[src/rtl/aq_pkg.sv]
// ----------------------------------------------------------------------------
// aq_pkg: shared types and codes for the ascending priority queue
// Command codes, item payload structs, controller state and control struct.
// ----------------------------------------------------------------------------
package aq_pkg;

  localparam logic CMD_INSERT = 1'b0;
  localparam logic CMD_REMOVE = 1'b1;

  typedef struct packed {
    logic               command;
    logic signed [31:0] value;
  } req_t;

  typedef struct packed {
    logic               ok;
    logic signed [31:0] removed_value;
    logic               is_empty;
    logic               is_full;
  } rsp_t;

  typedef enum logic {
    ST_ACCEPT,
    ST_APPLY
  } state_t;

  typedef struct packed {
    logic load;
    logic apply;
  } ctrl_t;

endpackage

[src/rtl/aq_req_if.sv]
// ----------------------------------------------------------------------------
// aq_req_if: request channel
// Valid/ready channel carrying one queue command item.
// ----------------------------------------------------------------------------
interface aq_req_if import aq_pkg::*; ();
  logic valid;
  logic ready;
  req_t data;

  modport source (output valid, output data, input ready);
  modport sink   (input valid, input data, output ready);
endinterface

[src/rtl/aq_rsp_if.sv]
// ----------------------------------------------------------------------------
// aq_rsp_if: response channel
// Valid/ready channel carrying one queue result item.
// ----------------------------------------------------------------------------
interface aq_rsp_if import aq_pkg::*; ();
  logic valid;
  logic ready;
  rsp_t data;

  modport source (output valid, output data, input ready);
  modport sink   (input valid, input data, output ready);
endinterface

[src/rtl/aq_ctrl.sv]
// ----------------------------------------------------------------------------
// aq_ctrl: queue controller
// Two-state sequencer: latch an item, then apply it to the cell chain and
// load the result register. Tracks the result register's valid flag.
// ----------------------------------------------------------------------------
module aq_ctrl import aq_pkg::*; (
  input  logic  clk,
  input  logic  rst,
  input  logic  req_valid,
  output logic  req_ready,
  output logic  rsp_valid,
  input  logic  rsp_ready,
  output ctrl_t ctrl
);

  state_t state;
  state_t state_next;
  logic   out_valid;
  logic   out_valid_next;

  always_ff @(posedge clk) begin
    if (rst) begin
      state     <= ST_ACCEPT;
      out_valid <= 1'b0;
    end else begin
      state     <= state_next;
      out_valid <= out_valid_next;
    end
  end

  // take a new item only when the result register is free or drains now
  assign req_ready = (state == ST_ACCEPT) && (!out_valid || rsp_ready);
  assign rsp_valid = out_valid;

  always_comb begin
    state_next = state;
    unique case (state)
      ST_ACCEPT: begin
        if (req_valid && req_ready) state_next = ST_APPLY;
      end
      ST_APPLY: state_next = ST_ACCEPT;
      default:  state_next = ST_ACCEPT;
    endcase
  end

  always_comb begin
    ctrl.load  = 1'b0;
    ctrl.apply = 1'b0;
    unique case (state)
      ST_ACCEPT: ctrl.load  = req_valid && req_ready;
      ST_APPLY:  ctrl.apply = 1'b1;
      default: begin
        ctrl.load  = 1'b0;
        ctrl.apply = 1'b0;
      end
    endcase
  end

  always_comb begin
    out_valid_next = out_valid;
    if (ctrl.apply) begin
      out_valid_next = 1'b1;
    end else if (out_valid && rsp_ready) begin
      out_valid_next = 1'b0;
    end
  end

endmodule

[src/rtl/aq_dp.sv]
// ----------------------------------------------------------------------------
// aq_dp: queue datapath
// Chain of compare-and-shift cells holding the sorted values, the fill
// count, the latched item and the result register.
// ----------------------------------------------------------------------------
module aq_dp import aq_pkg::*; #(
  parameter int DEPTH = 16
) (
  input  logic  clk,
  input  logic  rst,
  input  ctrl_t ctrl,
  input  req_t  req_data,
  output rsp_t  rsp_data
);

  localparam int CW = $clog2(DEPTH + 1);
  localparam logic [CW-1:0] FULL_COUNT = CW'(DEPTH);

  logic signed [31:0] cells [DEPTH];
  logic signed [31:0] cells_next [DEPTH];
  logic [CW-1:0]      count;
  logic [CW-1:0]      count_next;
  req_t               item;
  rsp_t               result;
  rsp_t               result_next;

  logic [DEPTH-1:0]   gt;
  logic               do_insert;
  logic               do_remove;

  assign do_insert = (item.command == CMD_INSERT) && (count != FULL_COUNT);
  assign do_remove = (item.command == CMD_REMOVE) && (count != '0);

  // cell i holds a value greater than the new one; ones form a run up to count
  for (genvar i = 0; i < DEPTH; i++) begin : g_cell
    logic shift_in;
    logic place;

    assign gt[i] = (CW'(i) < count) && (cells[i] > item.value);

    if (i == 0) begin : g_head
      assign shift_in = 1'b0;
    end else begin : g_body
      assign shift_in = gt[i-1];
    end
    assign place = (gt[i] || (CW'(i) == count)) && !shift_in;

    always_comb begin
      cells_next[i] = cells[i];
      if (do_insert) begin
        if (shift_in) begin
          cells_next[i] = cells[(i > 0) ? i - 1 : 0];
        end else if (place) begin
          cells_next[i] = item.value;
        end
      end else if (do_remove) begin
        if (i < DEPTH - 1) begin
          cells_next[i] = cells[(i < DEPTH - 1) ? i + 1 : i];
        end
      end
    end
  end

  always_comb begin
    count_next = count;
    if (do_insert) begin
      count_next = count + CW'(1);
    end else if (do_remove) begin
      count_next = count - CW'(1);
    end
    result_next.ok            = do_insert || do_remove;
    result_next.removed_value = do_remove ? cells[0] : 32'sd0;
    result_next.is_empty      = (count_next == '0);
    result_next.is_full       = (count_next == FULL_COUNT);
  end

  always_ff @(posedge clk) begin
    if (rst) begin
      count <= '0;
    end else if (ctrl.apply) begin
      count <= count_next;
    end
  end

  always_ff @(posedge clk) begin
    if (ctrl.load) begin
      item <= req_data;
    end
    if (ctrl.apply) begin
      result <= result_next;
      for (int k = 0; k < DEPTH; k++) begin
        cells[k] <= cells_next[k];
      end
    end
  end

  assign rsp_data = result;

endmodule

[src/rtl/ascending_priority_queue.sv]
// ----------------------------------------------------------------------------
// ascending_priority_queue: bounded sorted queue of signed 32-bit values
// Insert places a value after all equal ones; remove returns the smallest.
//
//   Channel  Dir  Payload                                    Accept
//   req      in   command, value                             valid && ready
//   rsp      out  ok, removed_value, is_empty, is_full        valid && ready
//
// Each item is first latched; then the cell chain compares and shifts all
// entries in parallel and loads the result register.
// Reset clears the fill count and the controller; cells need no clearing.
// A result waits in its register until rsp takes it; req ready stays low
// while it waits, except in the cycle that rsp takes it.
// ----------------------------------------------------------------------------
module ascending_priority_queue import aq_pkg::*; #(
  parameter int DEPTH = 16
) (
  input  logic     clk,
  input  logic     rst,
  aq_req_if.sink   req,
  aq_rsp_if.source rsp
);

  ctrl_t ctrl;

  aq_ctrl u_ctrl (
    .clk       (clk),
    .rst       (rst),
    .req_valid (req.valid),
    .req_ready (req.ready),
    .rsp_valid (rsp.valid),
    .rsp_ready (rsp.ready),
    .ctrl      (ctrl)
  );

  aq_dp #(.DEPTH(DEPTH)) u_dp (
    .clk      (clk),
    .rst      (rst),
    .ctrl     (ctrl),
    .req_data (req.data),
    .rsp_data (rsp.data)
  );

endmodule
[src/flat_wrapper.sv]
// flat-port wrapper written by rule: the top's interface ports become plain ports
module ascending_priority_queue_flat import aq_pkg::*;
#(
  parameter int DEPTH = 16
)
  (clk, rst, req_valid, req_data, req_ready, rsp_valid, rsp_data, rsp_ready);
  aq_req_if req_i ();
  aq_rsp_if rsp_i ();
  input  logic clk;
  input  logic rst;
  input wire logic [$bits(req_i.valid)-1:0] req_valid;
  input wire logic [$bits(req_i.data)-1:0] req_data;
  output wire logic [$bits(req_i.ready)-1:0] req_ready;
  output wire logic [$bits(rsp_i.valid)-1:0] rsp_valid;
  output wire logic [$bits(rsp_i.data)-1:0] rsp_data;
  input wire logic [$bits(rsp_i.ready)-1:0] rsp_ready;
  assign req_i.valid = req_valid;
  assign req_i.data = req_data;
  assign req_ready = req_i.ready;
  assign rsp_valid = rsp_i.valid;
  assign rsp_data = rsp_i.data;
  assign rsp_i.ready = rsp_ready;
  ascending_priority_queue #(.DEPTH(DEPTH)) u_core (.clk(clk), .rst(rst), .req(req_i), .rsp(rsp_i));
endmodule
[config.mk]
export PLATFORM = sky130hd
export DESIGN_NAME = ascending_priority_queue_flat
export DESIGN_NICKNAME = d
export VERILOG_FILES = /design/src/rtl/aq_pkg.sv /design/src/rtl/aq_req_if.sv /design/src/rtl/aq_rsp_if.sv /design/src/rtl/aq_ctrl.sv /design/src/rtl/aq_dp.sv /design/src/rtl/ascending_priority_queue.sv /design/src/flat_wrapper.sv
export SDC_FILE = /design/constraint.sdc
export NUM_CORES = 2
export LEC_CHECK = 0
export BUFFER_PORTS_ARGS = -buffer_cell sky130_fd_sc_hd__clkbuf_2
export CORE_MARGIN = 2
export CORE_UTILIZATION = 64
export DETAILED_ROUTE_END_ITERATION = 8
export PLACE_DENSITY = 0.81
export SLEW_MARGIN = 30
export SYNTH_ARGS = -nofsm -noshare
export SYNTH_HDL_FRONTEND = slang
export SYNTH_SLANG_ARGS = --single-unit
[constraint.sdc]
create_clock -name clk -period 7 [get_ports clk]
set_input_delay 1.05 -clock clk [delete_from_list [all_inputs] [get_ports clk]]
set_output_delay 1.05 -clock clk [all_outputs]
set_load 0.005 [all_outputs]
-- After elaboration in Yosys (flattened, before gate mapping)
Memories as Yosys holds them, arrays and structs flattened.
Index checks and enable logic that the tools add are counted.
- memory bits (read-only): 0
- output and inout port bits: 37
- register bits after elaboration: 75
- word-level logic and storage cells: 209
- memories kept: 1
- latch bits: 0
- input bits: 37
- RAM bits: 512
- reductions and logical operators: 74
- div/mod/pow operators: 0
- shift operators: 0
- muxes and demuxes: 72
- eq/ne operators: 17
- bitwise logic cells: 2
- add/sub/neg operators: 2
- $lt $le $gt $ge: 32
- multiply operators: 0
- memory list (name ; depth ; width ; read ports ; clocked after memory_dff ; wr ports ; line ; source):
    u_core.u_dp.cells ; 16 ; 32 ; 16 ; 0 ; 16 ; aq_dp.sv:19 ; logic signed [31:0] cells [DEPTH];
- operators with widths (cell ; count):
    $mux 32 ; 62
    $gt 32x32->1 ; 16
    $eq 4x5->1 const A ; 8
    $lt 4x5->1 const A ; 8
    $logic_and 1x1->1 ; 36
    $eq 3x5->1 const A ; 4
    $lt 3x5->1 const A ; 4
    $logic_or 1x1->1 ; 18
    $logic_not 1->1 ; 16
    $eq 2x5->1 const A ; 2
    $logic_not 5->1 ; 2
    $lt 1x5->1 const A ; 2
    $lt 2x5->1 const A ; 2
    $mux 5 ; 2
    $mux 1 ; 7
    $add 5x1->5 const B ; 1
    $eq 1x5->1 const A ; 1
    $eq 5x5->1 const B ; 1
    $ne 5x5->1 const B ; 1
    $reduce_bool 5->1 ; 1
    $sub 5x1->5 const B ; 1
    $not 1->1 ; 2
    $pmux 1 s2 ; 1
    $reduce_bool 2->1 ; 1

-- Depth between registers and ports, before layout
An unclocked memory read counts as a cell.
- word-level depth: 8
- depth in mapped cells: 12
- mapped depth without buffers: 10

-- By module
A second synthesis with hierarchy kept.
- cells, all modules: 3938
- area, all modules: 40336.2 µm²
- modules (own cells, without submodules) (module ; seq. area each (µm²) ; cells each ; times used ; area an instance (µm²)):
    aq_dp ; 17516.8 ; 3929 ; 1 ; 40231.1
    aq_ctrl ; 40.0 ; 9 ; 1 ; 105.1

-- Least setup slack after synthesis
No wires, ideal clock.
- path kind: flip-flop to flip-flop
- from: register, netlist name u_core.u_dp.item[14]
- to: memory u_core.u_dp.cells[6][0], in the netlist u_core.u_dp.cells[0][192], enable pin
- buffers on the path: 1
- required time: 6.559 ns
- setup slack: 1.972 ns
- stages on the path, launching flop included: 12
- clock period less this slack: 5.028 ns
- setup time: 0.441 ns
- data arrival time: 4.587 ns
- cells stage by stage: edfxtp_1 inv_1 ha_1 a21oi_2 nand2_1 a221o_1 o31a_1 or3_1 a21oi_2 nor2_2 buf_6 a31oi_1
- RTL lines (item ; line):
    to (decl) ; aq_dp.sv:19

==> flow_summary.yaml <==
status:
  outcome: "finished clean"
cts:
  clk_path_buf_depth: 3
  clockRootBuffer: "clkbuf_16"
  cts_hold_buf: 0
  cts_sinks: 587
  cts_resized: 0
  cts_made_buffers: 68
  clk_pin_slew_ns: 0.06
  worstSkewPairLatency_ns: 0.62
  h-tree-depth: 3
  cts_setup_buffers: 0
  cts_tree: "done"
global_route:
  antenna_found_initial: 0
  grt_usage_pct: 40.7
  grt_pass1_wl_um: 196000
  grt_pass1_vias: 32542
  grt_overflow: 0
  grt_max_degree: 231
placement:
  hpwl_um: 90900
  gp_congestion: 0.988
  port_buffers: 73
yosys:
  syn_nets: 4107
  syn_avg_cell_area_um2: 11.0
  async_flop_share_pct: 0
  synth_warnings: 0
  synth_edf_count: 580
  synth_cell_type_count: 66
  synth_ff_type: "edfxtp_1"
  syn-instance-count: 3553
  synth_area_um2: 39200
  seq_area_frac_synth_pct: 44.8
  ys_ff_latch: 587
final_layout:
  nets: 4062
  fin_util_pct: 70.5
  layout_commonest_cell: "edfxtp_1"
  syn_to_final_growth_pct: 8.72
  layout_common_cells: "580 x edfxtp_1, 517 x ha_1, 332 x a221o_1"
  drive_gt1_share_pct: 8.97
  diodes: 0
critical_path:
  crit_fanout: 22
  crit_arrival_ns: 6.42
  critPathKind: "reg2reg"
  start_kind: "flip-flop"
  endpoint_kind: "flip-flop"
  required_ns: 7.26
floorplan:
  ios: 74
  start_util_pct: 64.8
  fp-row-count: 90
  die_h_um: 251
  dieArea_um2: 63200
  core_area_um2: 60500
  die_w_um: 251
timing:
  setup_tns_ns: 0
  timing.final.max_slew_violations: 0
  final-hold-violation-count: 0
  finClkSkew_ns: 0.0243
  relSlewSlack_pct: 26.5
  whs_ns: 0.542
  period_share_pct: 88.0
  fin_crit_ns: 6.16
  worst_pin_slew_ns: 1.10
  rsz0062_at_grt: "false"
  finalSetupViolCount: 0
  clock.fmax_ghz: 0.162
pwr:
  powerDensity_nw_per_um2: 214
  peakVddDrop_mv: 0.246
  power_leakage_uw: 0.0168
routing:
  vias: 33267
  drt-pass1-iter-count: 6
  viasPerCell: 7.67
  drtIter0Drc: 4570
  routed_wl_um: 131000
  drc: 0
  ant_nets: 0
  wl_per_cell_um: 30.1
run:
  drv_cap: 0
min_path:
  worstHoldPathType: "reg2reg"
synth_stat cells, types with 24 or more instances:
library cell	number	area, µm²
edfxtp_1	580	17400
nor4_1	24	150
and3_1	161	1010
nand2_1	234	878
a221o_1	332	3320
and2_1	132	826
nand3_1	121	606
nor3_1	81	405
a21o_1	26	195
mux2i_1	32	320
o21ai_0	100	500
buf_2	25	125
mux2_2	32	360
a21oi_1	272	1360
clkbuf_1	215	807
nand4b_1	64	561
a22oi_1	35	263
o31ai_1	35	263
ha_1	517	6470
nor2_1	97	364
inv_1	62	233
nand4_1	166	1040
metal layers:
layer  vias up  global-route usage, %  share of wire [%]
met5         -                      0                  0
met1     16151                   55.5                 38
met3       378                   8.45                 12
li1      14290                      -                  -
met2      2448                   62.7                 44
met4         0                   19.3                4.9
state kept, by name (all words and copies together), names as in the netlist:
| name | flops |
|---|---|
| u_core.u_ctrl.rsp_valid | 1 |
| u_core.u_ctrl.state | 1 |
| u_core.u_dp.cells | 512 |
| u_core.u_dp.count | 5 |
| u_core.u_dp.item | 33 |
| u_core.u_dp.rsp_data | 35 |
cell families (layout without fill, tap and decap cells):
logic type | after synthesis | in the layout | synth area share, %
fa+ha+maj | 517 | 517 | 16.5
compound gates | 925 | 925 | 17.6
mux | 64 | 64 | 1.74
flops | 587 | 587 | 44.8
buf+inv | 315 | 318 | 3.21
xor+xnor | 11 | 11 | 0.246
simple gates | 1134 | 1134 | 15.9
worst max-delay path: stages (launching register included):
cell       delay (ns)
edfxtp_1         0.83
clkinv_1         0.99
ha_1             0.62
a21oi_1          0.14
o21ai_0          0.13
a22o_1           0.25
a2111oi_0        0.79
o21ai_0          0.27
xnor2_1          0.30
o211ai_4         0.34
a21oi_4          0.61
buf_4            0.48
worst paths after layout:
kind	startpoint	endpoint	slack, ns	cells past startpoint
max	u_core.u_dp.item[23]	u_core.u_dp.cells[1][228]	0.84	11
min	u_core.u_ctrl.rsp_valid	u_core.u_ctrl.rsp_valid	0.54	2
max reg2reg	u_core.u_dp.item[23]	u_core.u_dp.cells[1][228]	0.84	11
min reg2reg	u_core.u_ctrl.rsp_valid	u_core.u_ctrl.rsp_valid	0.54	2
layout make-up:
type                    instances  area [µm²]
fillers                      4346       17900
multi-input cells            2651       20700
well taps                     782         978
repair buffers                138        1050
flip-flops and latches        587       17600
clock buffers                  87        1820
inverters                      62         233
clock inverters                31         277
where the power goes:
part / total [µW] / internal [µW] / leakage (µW) / switching (µW)
clock: 3480 / 1980 / 0.00102 / 1490
combinational: 1470 / 547 / 0.0104 / 924
sequential: 4190 / 4040 / 0.00537 / 150
through the flow:
stage | total power (µW) | cells | setup WS (ns) | cell area [µm²]
floorplan | 5170 | 3553 | 1.97 | 39200
global placement | 5580 | 4211 | 1.64 | 40300
detailed placement | 5660 | 4219 | 1.54 | 40500
CTS | 9090 | 4337 | 1.56 | 42600
global route | 9400 | 4338 | 0.876 | 42600
finish | 9140 | 4338 | 0.842 | 42600
(Power assumes the default switching activity.)
